===== src/rtl/core/ttrc_pkg.sv =====
// Package for the three-term recurrence checksum.
// Field widths, seed constants and the next-term function; no dependencies.
`default_nettype none

package ttrc_pkg;

	localparam int unsigned BYTE_W = 8;
	localparam int unsigned TERM_W = 16;
	localparam int unsigned IDX_W  = 8;

	localparam logic [TERM_W-1:0] SEED_OFFSET = 16'd7;
	localparam logic [TERM_W-1:0] SEED_PREV   = 16'd1;
	localparam logic [TERM_W-1:0] FOLD_MOD    = 16'hFFFF;

	// ((byte + alpha) * cur - beta * prev) mod 65535, wrap taken as 2^64 == 1.
	// alpha = 17*i and beta = 31*i, both mod 256, built from shifts.
	function automatic logic [TERM_W-1:0] next_term(
		input logic [BYTE_W-1:0] data_byte,
		input logic [IDX_W-1:0]  idx,
		input logic [TERM_W-1:0] cur,
		input logic [TERM_W-1:0] prev
	);
		logic [7:0]  alpha;
		logic [7:0]  beta;
		logic [8:0]  gain;
		logic [24:0] prod_a;
		logic [24:0] prod_b;
		logic [24:0] mag;
		logic        neg;
		logic [16:0] fsum;
		logic [15:0] dm;
		logic [16:0] comp;
		alpha  = idx + {idx[3:0], 4'h0};
		beta   = {idx[2:0], 5'h00} - idx;
		gain   = {1'b0, data_byte} + {1'b0, alpha};
		prod_a = {16'h0000, gain} * {9'h000, cur};
		prod_b = {17'h00000, beta} * {9'h000, prev};
		neg    = prod_a < prod_b;
		mag    = neg ? (prod_b - prod_a) : (prod_a - prod_b);
		// 2^16 == 1 mod 65535: fold high part onto low, one correction
		fsum   = {8'h00, mag[24:16]} + {1'b0, mag[15:0]};
		dm     = (fsum >= {1'b0, FOLD_MOD}) ? 16'(fsum - {1'b0, FOLD_MOD}) : fsum[15:0];
		// negative case: (1 - dm) mod 65535
		comp   = 17'h10000 - {1'b0, dm};
		if (neg) begin
			next_term = (comp >= {1'b0, FOLD_MOD}) ? 16'(comp - {1'b0, FOLD_MOD})
				: comp[15:0];
		end else begin
			next_term = dm;
		end
	endfunction

endpackage

`default_nettype wire


===== src/rtl/core/ttrc_in_if.sv =====
// Input stream interface of the recurrence checksum: valid, ready, byte and last marker.
// Depends on ttrc_pkg.
`default_nettype none

interface ttrc_in_if
	import ttrc_pkg::*;
();
	logic              valid;
	logic              ready;
	logic [BYTE_W-1:0] data_byte;
	logic              is_last;

	modport source (output valid, output data_byte, output is_last, input ready);
	modport sink   (input valid, input data_byte, input is_last, output ready);
endinterface

`default_nettype wire


===== src/rtl/core/ttrc_out_if.sv =====
// Result stream interface of the recurrence checksum: valid, ready and checksum.
// Depends on ttrc_pkg.
`default_nettype none

interface ttrc_out_if
	import ttrc_pkg::*;
();
	logic              valid;
	logic              ready;
	logic [TERM_W-1:0] checksum;

	modport source (output valid, output checksum, input ready);
	modport sink   (input valid, input checksum, output ready);
endinterface

`default_nettype wire


===== src/rtl/core/three_term_recurrence_checksum.sv =====
// Three-term recurrence checksum, top level.
// Depends on ttrc_pkg, ttrc_in_if and ttrc_out_if.
//
// Usage:
//  - msg carries one message byte per transfer, is_last marking its final byte.
//    Every message has at least one byte.
//  - res carries one checksum per message, in the range 0..65534.
//  - Order: a byte taken on msg is held in the input register and folded into
//    the terms from there; for a last byte the checksum is registered in the
//    result register at that point and shown on res from then on.
//  - Throughput: one byte per cycle while no last byte stalls. The figure is
//    set by the term feedback loop: both multipliers and the mod-65535 fold
//    sit between the input register and the term registers.
//  - Stall: while res holds an untaken checksum, non-last bytes keep flowing;
//    a last byte waits in the input register and msg.ready drops only then.
//  - Reset (arst_n low): registers empty, terms back to prev = 1, cur = 0,
//    awaiting the first byte of a message. Every last byte rearms the same way.
`default_nettype none

module three_term_recurrence_checksum
	import ttrc_pkg::*;
(
	input  wire logic  clk,
	input  wire logic  arst_n,
	ttrc_in_if.sink    msg,
	ttrc_out_if.source res
);

	// input register
	logic              valid_s1;
	logic [BYTE_W-1:0] byte_s1;
	logic              last_s1;

	// recurrence state
	logic [TERM_W-1:0] prev_q;
	logic [TERM_W-1:0] cur_q;
	logic [IDX_W-1:0]  idx_q;
	logic              in_msg_q;

	// result register
	logic              out_valid_q;
	logic [TERM_W-1:0] checksum_q;

	logic              advance;
	logic [TERM_W-1:0] term_new;

	// a last byte needs the result register free (or emptied this cycle)
	assign advance   = valid_s1 && (!last_s1 || !out_valid_q || res.ready);
	assign msg.ready = !valid_s1 || advance;

	// first byte seeds the terms; later ones run the recurrence
	assign term_new = in_msg_q ? next_term(byte_s1, idx_q, cur_q, prev_q)
		: ({8'h00, byte_s1} + SEED_OFFSET);

	always_ff @(posedge clk or negedge arst_n) begin
		if (!arst_n) begin
			valid_s1 <= 1'b0;
		end else if (msg.ready) begin
			valid_s1 <= msg.valid;
		end
	end

	always_ff @(posedge clk) begin
		if (msg.valid && msg.ready) begin
			byte_s1 <= msg.data_byte;
			last_s1 <= msg.is_last;
		end
	end

	always_ff @(posedge clk or negedge arst_n) begin
		if (!arst_n) begin
			prev_q   <= SEED_PREV;
			cur_q    <= '0;
			idx_q    <= '0;
			in_msg_q <= 1'b0;
		end else if (advance) begin
			if (last_s1) begin
				// rearm for the next message
				prev_q   <= SEED_PREV;
				cur_q    <= '0;
				idx_q    <= '0;
				in_msg_q <= 1'b0;
			end else if (!in_msg_q) begin
				prev_q   <= SEED_PREV;
				cur_q    <= term_new;
				idx_q    <= IDX_W'(1);
				in_msg_q <= 1'b1;
			end else begin
				prev_q <= cur_q;
				cur_q  <= term_new;
				idx_q  <= idx_q + IDX_W'(1);  // wraps at 256, as alpha/beta want
			end
		end
	end

	always_ff @(posedge clk or negedge arst_n) begin
		if (!arst_n) begin
			out_valid_q <= 1'b0;
		end else if (advance && last_s1) begin
			out_valid_q <= 1'b1;
		end else if (res.ready) begin
			out_valid_q <= 1'b0;
		end
	end

	always_ff @(posedge clk) begin
		if (advance && last_s1) begin
			checksum_q <= term_new;
		end
	end

	assign res.valid    = out_valid_q;
	assign res.checksum = checksum_q;

endmodule

`default_nettype wire


===== src/flat_wrapper.sv =====
// flat-port wrapper written by rule: the top's interface ports become plain ports
module three_term_recurrence_checksum_flat import ttrc_pkg::*;
  (clk, arst_n, msg_valid, msg_data_byte, msg_is_last, msg_ready, res_valid, res_checksum, res_ready);
  ttrc_in_if msg_i ();
  ttrc_out_if res_i ();
  input  wire logic clk;
  input  wire logic arst_n;
  input wire logic [$bits(msg_i.valid)-1:0] msg_valid;
  input wire logic [$bits(msg_i.data_byte)-1:0] msg_data_byte;
  input wire logic [$bits(msg_i.is_last)-1:0] msg_is_last;
  output wire logic [$bits(msg_i.ready)-1:0] msg_ready;
  output wire logic [$bits(res_i.valid)-1:0] res_valid;
  output wire logic [$bits(res_i.checksum)-1:0] res_checksum;
  input wire logic [$bits(res_i.ready)-1:0] res_ready;
  assign msg_i.valid = msg_valid;
  assign msg_i.data_byte = msg_data_byte;
  assign msg_i.is_last = msg_is_last;
  assign msg_ready = msg_i.ready;
  assign res_valid = res_i.valid;
  assign res_checksum = res_i.checksum;
  assign res_i.ready = res_ready;
  three_term_recurrence_checksum u_core (.clk(clk), .arst_n(arst_n), .msg(msg_i), .res(res_i));
endmodule

===== config.mk =====
export PLATFORM = sky130hd
export DESIGN_NAME = three_term_recurrence_checksum_flat
export DESIGN_NICKNAME = d
export VERILOG_FILES = /design/src/rtl/core/ttrc_pkg.sv /design/src/rtl/core/ttrc_in_if.sv /design/src/rtl/core/ttrc_out_if.sv /design/src/rtl/core/three_term_recurrence_checksum.sv /design/src/flat_wrapper.sv
export SDC_FILE = /design/constraint.sdc
export NUM_CORES = 1
export LEC_CHECK = 0
export BUFFER_PORTS_ARGS = -buffer_cell sky130_fd_sc_hd__buf_2
export CAP_MARGIN = 0
export CORE_MARGIN = 3
export CORE_UTILIZATION = 25
export CTS_CLUSTER_DIAMETER = 60
export DETAILED_ROUTE_END_ITERATION = 8
export PLACE_DENSITY_LB_ADDON = 0.2
export SKIP_LAST_GASP = 1
export SYNTH_ARGS = -nofsm -noshare
export SYNTH_HDL_FRONTEND = slang
export SYNTH_SLANG_ARGS = --single-unit

===== constraint.sdc =====
create_clock -name clk -period 18.2 [get_ports clk]
set_input_delay 3.64 -clock clk [delete_from_list [all_inputs] [get_ports clk]]
set_output_delay 3.64 -clock clk [all_outputs]
set_load 0.005 [all_outputs]

=== After elaboration in Yosys (flattened, before gate mapping) ===
Index checks and enable logic that the tools add are counted.

* Bits in registers: 68
* Word-level logic and storage cells: 48

* Add/subtract/negate cells: 11
* Multiply operators: 2
* Order comparisons: 3
* Muxes and demuxes: 13
* Reductions and logical operators: 10

{| class="wikitable"
|+ Operators with widths
! operator !! count
|-
| 16-bit two-way mux || 7
|-
| 17-bit by 16-bit greater-or-equal comparator with 1-bit output (second input constant) || 2
|-
| 16-bit subtractor (second input constant) || 2
|-
| 25-bit by 24-bit < comparator with 1-bit output || 1
|-
| 9-bit by 16-bit multiplier with 25-bit output || 1
|-
| 25-bit two-way mux || 1
|-
| 24-bit by 25-bit subtractor with 25-bit output || 1
|-
| 25-bit by 24-bit subtractor with 25-bit output || 1
|-
| 8-bit by 16-bit multiplier with 24-bit output || 1
|-
| 9-bit by 16-bit adder with 17-bit output || 1
|-
| 17-bit by 16-bit subtractor with 17-bit output (first input constant) || 1
|-
| 8-bit two-way mux || 2
|-
| 8-bit by 3-bit adder with 9-bit output (second input constant) || 1
|-
| 8-bit by 8-bit adder with 9-bit output || 1
|-
| 8-bit by 1-bit adder with 8-bit output (second input constant) || 1
|-
| 8-bit adder || 1
|-
| 8-bit subtractor || 1
|-
| 1-bit logical AND || 3
|-
| 1-bit zero test || 3
|-
| 1-bit logical OR || 3
|-
| 1-bit two-way mux || 3
|-
| 2-bit nonzero test || 1
|}

=== Longest topological paths before layout ===
Gate-level depths: netlist (run 1).

* Depth in word-level cells: 14
* Depth in mapped cells: 77
* Gate-level depth less buffers: 73

=== Worst setup path before layout (run 1) ===
Ideal clock, no wire load.

* Path kind: register to register
* From: register u_core.idx_q[0]
* To: register u_core.checksum_q[15], in the netlist u_core.res.checksum[15], data pin
* Library setup time: 0.255 ns
* Arrival time: 14.986 ns
* Slack: 2.959 ns
* Cell stages (with the launch flop): 71
* Path buffers: 3
* Clock period less this slack: 15.241 ns
* Cells stage by stage: dfrtp_1 -> ha_1 -> fa_1 -> ha_1 -> inv_1 -> o21bai_1 -> a21oi_1 -> xnor2_1 -> clkbuf_1 -> nand2_1 -> fa_1 -> fa_1 -> fa_1 -> inv_1 -> fa_1 -> ha_1 -> a21oi_1 -> o21bai_1 -> (+35 left out) -> or4_1 -> a21oi_1 -> o21ai_0 -> mux4_2 -> nor4_1 -> nor2_1 -> xnor2_1 -> ha_1 -> o2111ai_1 -> nand2_1 -> o21ai_0 -> a221o_1 -> nor3_2 -> xnor2_1 -> or4_4 -> a21oi_4 -> o22ai_1 -> and2_1

* Word-level cells in the longest chain between the ends: 13

{| class="wikitable"
|+ Ends and longest elaborated chain
! element !! line !! text
|-
| start: declaration || three_term_recurrence_checksum.sv:37 || <nowiki>logic [IDX_W-1:0] idx_q;</nowiki>
|-
| start signal: assignment || three_term_recurrence_checksum.sv:91 || <nowiki>idx_q <= idx_q + IDX_W'(1);</nowiki>
|-
| 8-bit adder || ttrc_pkg.sv:33 || <nowiki>alpha = idx + {idx[3:0], 4'h0};</nowiki>
|-
| 8-bit by 8-bit adder with 9-bit output || ttrc_pkg.sv:35 || <nowiki>gain = {1'b0, data_byte} + {1'b0, alpha};</nowiki>
|-
| 9-bit by 16-bit multiplier with 25-bit output || ttrc_pkg.sv:36 || <nowiki>prod_a = {16'h0000, gain} * {9'h000, cur};</nowiki>
|-
| 25-bit by 24-bit subtractor with 25-bit output (tied with other cells) || ttrc_pkg.sv:39 || <nowiki>mag = neg ? (prod_b - prod_a) : (prod_a - prod_b);</nowiki>
|-
| 25-bit two-way mux || ttrc_pkg.sv:39 ||
|-
| 9-bit by 16-bit adder with 17-bit output || ttrc_pkg.sv:41 || <nowiki>fsum = {8'h00, mag[24:16]} + {1'b0, mag[15:0]};</nowiki>
|-
| 16-bit subtractor / 17-bit by 16-bit greater-or-equal comparator with 1-bit output (equally long branches) || ttrc_pkg.sv:42 || <nowiki>dm = (fsum >= {1'b0, FOLD_MOD}) ? 16'(fsum - {1'b0, FOLD_MOD}) : fsum[15:0];</nowiki>
|-
| 16-bit two-way mux || ttrc_pkg.sv:42 ||
|-
| 17-bit by 16-bit subtractor with 17-bit output || ttrc_pkg.sv:44 || <nowiki>comp = 17'h10000 - {1'b0, dm};</nowiki>
|-
| 16-bit subtractor / 17-bit by 16-bit greater-or-equal comparator with 1-bit output (equally long branches) || ttrc_pkg.sv:46 || <nowiki>next_term = (comp >= {1'b0, FOLD_MOD}) ? 16'(comp - {1'b0, FOLD_MOD})</nowiki>
|-
| 16-bit two-way mux || ttrc_pkg.sv:46 ||
|-
| 16-bit two-way mux (*) || ttrc_pkg.sv:45 || <nowiki>if (neg) begin</nowiki>
|-
| 16-bit two-way mux (*) || three_term_recurrence_checksum.sv:52 || <nowiki>assign term_new = in_msg_q ? next_term(byte_s1, idx_q, cur_q, prev_q)</nowiki>
|-
| via u_core.term_new[15] || three_term_recurrence_checksum.sv:45 || <nowiki>logic [TERM_W-1:0] term_new;</nowiki>
|-
| end signal: assignment || three_term_recurrence_checksum.sv:108 || <nowiki>checksum_q <= term_new;</nowiki>
|-
| end: declaration || three_term_recurrence_checksum.sv:42 || <nowiki>logic [TERM_W-1:0] checksum_q;</nowiki>
|}

Mark *: on every way through the listed nets, which the timed path passes. The rest lies on a longest branch.
A chain may end at the register's enable or synchronous reset.

=== Final worst setup path (run 1) ===
* From: register u_core.byte_s1[0]
* To: register u_core.checksum_q[15], in the netlist u_core.res.checksum[15], data pin

* Word-level cells in the longest chain between the ends: 12

{| class="wikitable"
|+ Ends and longest elaborated chain
! element !! line !! text
|-
| start: declaration || three_term_recurrence_checksum.sv:31 || <nowiki>logic [BYTE_W-1:0] byte_s1;</nowiki>
|-
| start signal: assignment || three_term_recurrence_checksum.sv:65 || <nowiki>byte_s1 <= msg.data_byte;</nowiki>
|-
| 8-bit by 8-bit adder with 9-bit output (*) || ttrc_pkg.sv:35 ||
|-
| 9-bit by 16-bit multiplier with 25-bit output (*) || ttrc_pkg.sv:36 ||
|-
| 25-bit by 24-bit subtractor with 25-bit output (tied with other cells) || ttrc_pkg.sv:39 ||
|-
| 25-bit two-way mux || ttrc_pkg.sv:39 ||
|-
| 9-bit by 16-bit adder with 17-bit output || ttrc_pkg.sv:41 ||
|-
| 16-bit subtractor / 17-bit by 16-bit greater-or-equal comparator with 1-bit output (equally long branches) || ttrc_pkg.sv:42 ||
|-
| 16-bit two-way mux || ttrc_pkg.sv:42 ||
|-
| 17-bit by 16-bit subtractor with 17-bit output || ttrc_pkg.sv:44 ||
|-
| 16-bit subtractor / 17-bit by 16-bit greater-or-equal comparator with 1-bit output (equally long branches) || ttrc_pkg.sv:46 ||
|-
| 16-bit two-way mux || ttrc_pkg.sv:46 ||
|-
| 16-bit two-way mux (*) || ttrc_pkg.sv:45 ||
|-
| 16-bit two-way mux (*) || three_term_recurrence_checksum.sv:52 ||
|-
| via u_core.term_new[15] || three_term_recurrence_checksum.sv:45 ||
|}

Marks and branches as above.

==> results of run 1 <==
==> critical path, delay by kind of cell, from the launching register on <==
family / cells / cell delay (ps)
adders and majority gates: 11 / 4090
and+or+nand+nor: 16 / 3820
muxes: 1 / 530
buffers and inverters: 4 / 290
xor gates and xnor gates: 3 / 480
DFF: 1 / 500
AOI/OAI and AO/OA: 34 / 6960
==> logic make-up after synthesis <==
family	after synthesis	synth area share, %
AO/OA/AOI/OAI	427	17.4
XOR/XNOR	115	6.10
adder cells (fa/ha/maj)	354	35.4
buffers and inverters	400	9.23
flip-flops	68	11.1
multiplexers	9	0.629
AND/OR/NAND/NOR	650	20.1
==> cell type report <==
| cell class | instances | area share [%] |
|---|---|---|
| flip-flops and latches | 68 | 10.2 |
| inverters | 309 | 6.48 |
| well taps | 855 | 5.98 |
| clock inverters | 6 | 0.531 |
| multi-input cells | 1555 | 73.7 |
| clock buffers | 10 | 1.34 |
| repair buffers | 51 | 1.72 |
==> through the flow <==
step | area (um2) | hold WS [ps]
after floorplan | 16500 | 464
after global placement | 17600 | 562
after detailed placement | 17600 | 561
after CTS | 17900 | 570
after global routing | 17900 | 595
final | 17900 | 579
==> per-layer routing <==
layer / vias to the layer above / track usage, % / part of all wire, %
met5: - / 0 / 0
met4: 0 / 3.08 / 1.5
met3: 48 / 2.09 / 4.2
met2: 310 / 24.9 / 45
met1: 7028 / 22.5 / 49
li1: 6616 / - / -
==> Yosys cell counts (9+ instances only) <==
master    number  area share [%]
xnor2_1       80             4.2
o21bai_1      33             1.5
a31oi_1       16            0.61
o21ai_1        9            0.27
clkbuf_1      68             1.5
nor3_1        24            0.73
o21a_1        18            0.82
o21ai_0       68             2.1
a211oi_1      14            0.64
ha_1         166              13
a21o_1        37             1.7
nand2b_1      12            0.45
nand2_1      239             5.4
nor2b_1       16            0.61
edfxtp_1      25             4.5
nor2_1        89             2.0
xor2_1        35             1.9
a21oi_1      115             3.5
buf_1         14            0.32
and2_1       150             5.7
inv_1        309             7.0
a22o_1        27             1.4
dfrtp_1       42             6.4
nand3_1       34             1.0
and3_1        15            0.57
o211ai_1      11            0.50
nand4_1       13            0.49
fa_1         188              23
==> path summary, 6_finish.rpt <==
kind	from	to	slack, ps	depth (start not counted)
min in group asynchronous	arst_n	u_core.idx_q[4]	3370	2
max in group asynchronous	arst_n	u_core.cur_q[1]	14380	2
worst min-delay path	u_core.idx_q[7]	u_core.idx_q[7]	580	1
worst max register to register	u_core.byte_s1[0]	u_core.res.checksum[15]	1240	69
worst max-delay path	u_core.byte_s1[0]	u_core.res.checksum[15]	1240	69
worst min register to register	u_core.idx_q[7]	u_core.idx_q[7]	580	1
==> registers in the layout, indices dropped and copies added, names as in the netlist <==
| name | flops |
|---|---|
| u_core.last_s1 | 1 |
| u_core.valid_s1 | 1 |
| u_core.res.checksum | 16 |
| u_core.res.valid | 1 |
| u_core.idx_q | 8 |
| u_core.byte_s1 | 8 |
| u_core.prev_q | 16 |
| u_core.cur_q | 16 |
| u_core.in_msg_q | 1 |
==> flow_summary.ini, run 1 <==
[run_status]
status = finished, final reports clean

[die]
die_y_um = 263
rows = 93
dieWidth_um = 263
ios = 31
start_util_pct = 25.4
dieArea_um2 = 69100
core-area_um2 = 64900

[detailed_routing]
drt_pass1_iterations = 5
drc = 0
wl_per_cell_um = 18.9
num_vias = 14000
via_per_inst = 4.91
initialDrtViolationCount = 923
routed_wl_um = 54000
ant_nets = 0

[sta]
post-route-min-period_ps = 16960
tightest_slew_ps = 1050
fin_skew_ps = 21.7
max_freq_mhz = 59.0
setup_ws_ps = 1240
fin_setup_tns_ps = 0
rsz0062_at_grt = no
maxSlewViolCount = 0
max-slew-margin-rel_pct = 29.7
setup_viol = 0
finalHoldViolCount = 0
fin_crit_sh_pct = 93.2

[layout]
multiInputGateArea_um2 = 13200
final_nets = 2361
final_cell_mix = 309 x inv_1, 239 x nand2_1, 188 x fa_1
regArea_um2 = 1830
final_common_cell = inv_1
final_core_util_pct = 27.6
instances_no_fill = 2854
fill_cells = 7066
antenna_cells = 0
drive_above_1_share_pct = 5.75
area_delta_synth_final_pct = 8.46

[worst_setup_path]
crit_fanout = 16
slowest_delay_ps = 740
cpMostUsedCell = a21oi_1
cp.required_ps = 18310
worst-setup-path-type = flip-flop to flip-flop
cp.arrival_ps = 17070
start_kind = flip-flop
critical-path-slowest-cell = or4_1
setup.worst_path.end_class = flip-flop

[global_route]
grt_max_degree = 44
grt-ovfl-total = 0
grt_pass1_vias = 14200
grt_usage_pct = 15.6
antenna_found_initial = 2
grt_pass1_wl_um = 84800

[clocking]
clock-sinks = 68
cts_buffers = 9
holdBufCountCts = 0
cts-root-buf = clkbuf_16
cts_tree = done
worstSkewPairLatency_ps = 370
post-cts-setup-buffers = 0
cts_buffer_depth = 2
htreeDepth = 3
cts.clk_slew.worst_paths_ps = 60
ctsResizeCount = 0

[job]
cap_viol_max_count = 0

[logic_synthesis]
async_reset_ff_share_pct = 63.2
synth_cell_type_count = 94
seq_area_frac_synth_pct = 11.1
synth_edf_count = 25
avgSynthCellArea_um2 = 8.16
synth_seq_cells = 68
synthFlopType = dfrtp_1
netlist_instances = 2023
netlist_area_um2 = 16500
syn_nets = 2390
synth_warnings = 0

[placement]
place_hpwl_um = 44500
port_buffers = 30
placedCellCount = 2838
place_ws_ps = 1240
routabilityCongestion = 0.891

[worst_hold_path]
hold_path_class = flip-flop to flip-flop
Power of run 1 is left out: the tool's default activity adds up to more than one toggle a clock period on the data nets, which glitch-free logic cannot reach.
==> run 2, diff against run 1 <==
Settings changed: ABC_CLOCK_PERIOD_IN_PS set to 18200, CORE_UTILIZATION 25 to 50, GPL_TIMING_DRIVEN set to 0.
==> flow_summary.ini, run 2 (synthesis results as in run 1) <==
[clocking]
holdBufCountCts = 0
cts_buffers = 9
cts_buffer_depth = 2
cts.clk_slew.worst_paths_ps = 60
worstSkewPairLatency_ps = 350
htreeDepth = 3
cts-root-buf = clkbuf_16
clock-sinks = 68
cts_tree = done

[sta]
post-route-min-period_ps = 17410
fin_crit_sh_pct = 95.7
finalHoldViolCount = 0
fin_skew_ps = 8.79
max_freq_mhz = 57.4
tightest_slew_ps = 1080
setup_viol = 0
setup_ws_ps = 787
max-slew-margin-rel_pct = 27.9
rsz0062_at_grt = no
maxSlewViolCount = 0

[placement]
place_ws_ps = -1140
routabilityCongestion = 0.961
port_buffers = 30
place_hpwl_um = 41800
placedCellCount = 2489

[job]
cap_viol_max_count = 0

[die]
rows = 65
dieWidth_um = 188
ios = 31
die_y_um = 188
core-area_um2 = 32000
dieArea_um2 = 35200
start_util_pct = 51.5

[worst_setup_path]
start_kind = flip-flop
crit_fanout = 10
cp.arrival_ps = 17520
critical-path-slowest-cell = or4_4
cp_top_family = compound AO/OA/AOI/OAI gates
worst-setup-path-type = flip-flop to flip-flop
setup.worst_path.end_class = flip-flop
cpMostUsedCell = a21oi_1
slowest_delay_ps = 610
cp.buffers_inverters = 8
rrSetupSlack_ps = 790
cp.required_ps = 18310

[global_route]
antenna_found_initial = 1
grt_pass1_vias = 14100
grt_max_degree = 44
grt-ovfl-total = 0
grt_pass1_wl_um = 79200
grt_usage_pct = 28.5

[run_status]
status = finished, final reports clean

[detailed_routing]
drt_pass1_iterations = 6
initialDrtViolationCount = 1082
via_per_inst = 5.75
num_vias = 14500
wl_per_cell_um = 20.0
drc = 0
ant_nets = 0
routed_wl_um = 50200

[layout]
final_core_util_pct = 55.6
area_delta_synth_final_pct = 7.89
fill_cells = 3065
final_common_cell = inv_1
instances_no_fill = 2513
drive_above_1_share_pct = 6.88
final_cell_mix = 309 x inv_1, 239 x nand2_1, 188 x fa_1
final_nets = 2439

[worst_hold_path]
hold_path_class = flip-flop to flip-flop
-- run 2: cell type report --
class | count | area (um2) | area share [%]
Clock inverter | 5 | 86.3 | 0.485
Sequential cell | 68 | 1830 | 10.3
Timing Repair Buffer | 40 | 233 | 1.31
Buffer | 89 | 382 | 2.14
Multi-Input combinational cell | 1555 | 13300 | 74.9
Tap cell | 435 | 544 | 3.06
Clock buffer | 11 | 233 | 1.31
Antenna cell | 1 | 2.50 | 0.0141
Inverter | 309 | 1160 | 6.51
-- run 2: final timing paths --
kind                            startpoint                     end  cells after the start
max in group asynchronous           arst_n         u_core.idx_q[1]                      1
max                        u_core.idx_q[2]  u_core.res.checksum[9]                     65
min in group asynchronous           arst_n        u_core.res.valid                      1
max reg2reg                u_core.idx_q[2]  u_core.res.checksum[9]                     65
min reg2reg                u_core.cur_q[5]        u_core.prev_q[5]                      1
min                        u_core.cur_q[5]        u_core.prev_q[5]                      1
-- run 2: metrics by stage --
step / hold WS, ps / setup TNS [ps] / instance area [um2]
2_1_floorplan: 464 / 0 / 16500
3_3_place_gp: 474 / -28220 / 17200
3_5_place_dp: 490 / -26770 / 17200
4_1_cts: 503 / 0 / 17600
5_1_grt: 521 / 0 / 17800
6_report: 505 / 0 / 17800
-- run 2: timing repair --
item                       in CTS  in global routing
setup endpoints to repair      32                 32
pin swaps                       0                  6
setup buffers                   0                  9
gates resized for setup        15                 41
-- run 2: layer usage --
| metal | global-route usage, % | vias up | wire length, um |
|---|---|---|---|
| met5 | 0 | - | 0 |
| met4 | 11.7 | 0 | 2400 |
| met3 | 2.71 | 88 | 2830 |
| met2 | 44.7 | 496 | 22300 |
| met1 | 40.6 | 7092 | 22700 |
| li1 | - | 6776 | - |
Power of run 2 is left out for the same reason.
==> run 3, diff against run 2 <==
Settings changed: ABC_AREA set to 1.
==> flow_summary.ini, run 3 <==
[logic_synthesis]
synth_warnings = 0
synth_top_family_by_area = adder cells
avgSynthCellArea_um2 = 7.09
synth_mux_area_share_pct = 0.123
yosys.area_share.simple_pct = 26.1
syn_nets = 2673
synth_seq_cells = 68
netlist_area_um2 = 16300
synthXorXnorAreaFrac_pct = 4.66
yosys.area.top_type = fa_1
yosysMostFrequentCell = nand2_1
synth.top_cells.by_count = 527 x nand2_1, 498 x inv_1, 216 x nor2_1
async_reset_ff_share_pct = 63.2
synthFlopType = dfrtp_1
synthAdderAreaFrac_pct = 35.7
synth_area_leaders = fa_1 23%, ha_1 13%, nand2_1 12%, inv_1 11%, dfrtp_1 6.4%
netlist.area_leader.share_pct = 23.0
netlist_instances = 2306
synth_edf_count = 25
seq_area_frac_synth_pct = 11.2
synth_cell_type_count = 55
synth_compound_area_share_pct = 9.10

[placement]
port_buffers = 30
routabilityCongestion = 0.998
place_hpwl_um = 40700

[worst_setup_path]
cp.required_ps = 18420
r2r-end = u_core.cur_q[12]
crit_fanout = 10
critical-path-slowest-cell = clkbuf_1
slowest_delay_ps = 560
cp.arrival_ps = 15820
cpMostUsedCell = nand2_1
worst-setup-path-type = flip-flop to flip-flop
r2r-start = u_core.idx_q[0]
start_kind = flip-flop
rrSetupSlack_ps = 2610
setup.worst_path.end_class = flip-flop
rr_worst_depth = 80

[job]
cap_viol_max_count = 0

[global_route]
grt_max_degree = 44
antenna_found_initial = 1
grt-ovfl-total = 0
grt_pass1_vias = 14700
grt_pass1_wl_um = 76500
grt_usage_pct = 27.4

[die]
dieWidth_um = 187
start_util_pct = 51.3
ios = 31
die_y_um = 187
core-area_um2 = 31900
rows = 65
dieArea_um2 = 34900

[layout]
drive_above_1_share_pct = 6.76
final_nets = 2714
antenna_cells = 0
final_cell_mix = 527 x nand2_1, 498 x inv_1, 216 x nor2_1
area_delta_synth_final_pct = 6.23
final_common_cell = nand2_1

[sta]
tightest_slew_ps = 1040
rsz0062_at_grt = no
post-route-min-period_ps = 15590
fin_skew_ps = 12.4
finalHoldViolCount = 0
max-slew-margin-rel_pct = 30.9
fin_crit_sh_pct = 85.7
fin_setup_tns_ps = 0
maxSlewViolCount = 0
setup_viol = 0
max_freq_mhz = 64.1

[detailed_routing]
drc = 0
num_vias = 14900
ant_nets = 0
routed_wl_um = 47400
wl_per_cell_um = 17.0
initialDrtViolationCount = 1059
via_per_inst = 5.34
drt_pass1_iterations = 7

[clocking]
htreeDepth = 3
cts_tree = done
cts_buffers = 9
cts-root-buf = clkbuf_16
ctsResizeCount = 0
holdBufCountCts = 0
worstSkewPairLatency_ps = 370
cts_buffer_depth = 2
cts.clk_slew.worst_paths_ps = 60
post-cts-setup-buffers = 0
clock-sinks = 68

[worst_hold_path]
hold_depth = 2
hold_path_class = flip-flop to flip-flop
hold_end = u_core.valid_s1
hold_start = u_core.valid_s1

[run_status]
status = finished, final reports clean
[run 3: cell count changes after synthesis, moves of 28 or more]
cell	delta
inv_1	+189
xnor2_1	-56
and2_1	-149
nor2_1	+127
nand2_1	+288
clkbuf_1	-35
nand3_1	+69
xor2_1	+28
[run 3: kinds of logic after synthesis]
group / after synthesis
AOI/OAI and AO/OA: 260
xor gates and xnor gates: 87
adders and majority gates: 354
buffers and inverters: 558
DFF: 68
muxes: 2
and+or+nand+nor: 977
[run 3: layout make-up]
type                            instances  area (um2)
Clock inverter                          7        98.8
Multi-Input combinational cell       1680       12400
Fill cell                            3200       14500
Inverter                              512        1920
Clock buffer                            9         225
Timing Repair Buffer                   30         150
Tap cell                              435         544
Buffer                                 46         219
Sequential cell                        68        1830
[run 3: worst max-delay path, delay by kind of cell (launching register included)]
family                     cells  cell delay [ps]
AOI/OAI and AO/OA             11             1680
buffers and inverters         13             2150
and+or+nand+nor               42             5730
xor gates and xnor gates       2              490
adders and majority gates     12             4910
DFF                            1              470
[run 3: through the flow]
stage          utilization (%)  setup slack (ps)  instances  hold WS, ps  cell area (um2)
2_1_floorplan                -              5500       2306          523            16300
3_3_place_gp              53.4              3020       2771          542            17000
3_5_place_dp              53.4              2780       2771          551            17000
4_1_cts                   54.4              2720       2787          570            17400
5_1_grt                   54.4              1390       2787          620            17400
6_report                  54.4              2610       2787          571            17400
[run 3: worst max-delay path by stage]
stage,cells after the start,end,slack [ps],start
6_report,80,u_core.cur_q[12],2610,u_core.idx_q[0]
5_1_grt,83,u_core.cur_q[13],1390,u_core.idx_q[0]
4_1_cts,80,u_core.cur_q[13],2720,u_core.idx_q[0]
3_5_place_dp,80,u_core.cur_q[13],2780,u_core.idx_q[0]
3_3_place_gp,79,u_core.cur_q[13],3020,u_core.idx_q[0]
2_1_floorplan,78,u_core.res.checksum[0],5500,u_core.idx_q[0]
[run 3: per-layer routing]
layer  global-route usage [%]  wire length (um)  vias up
met1                     36.4             20300     7083
li1                         -                 -     7188
met4                     11.9              2320        0
met5                        0                 0        -
met2                     44.1             21400      511
met3                     5.19              3400      109
Power of run 3 is left out for the same reason.
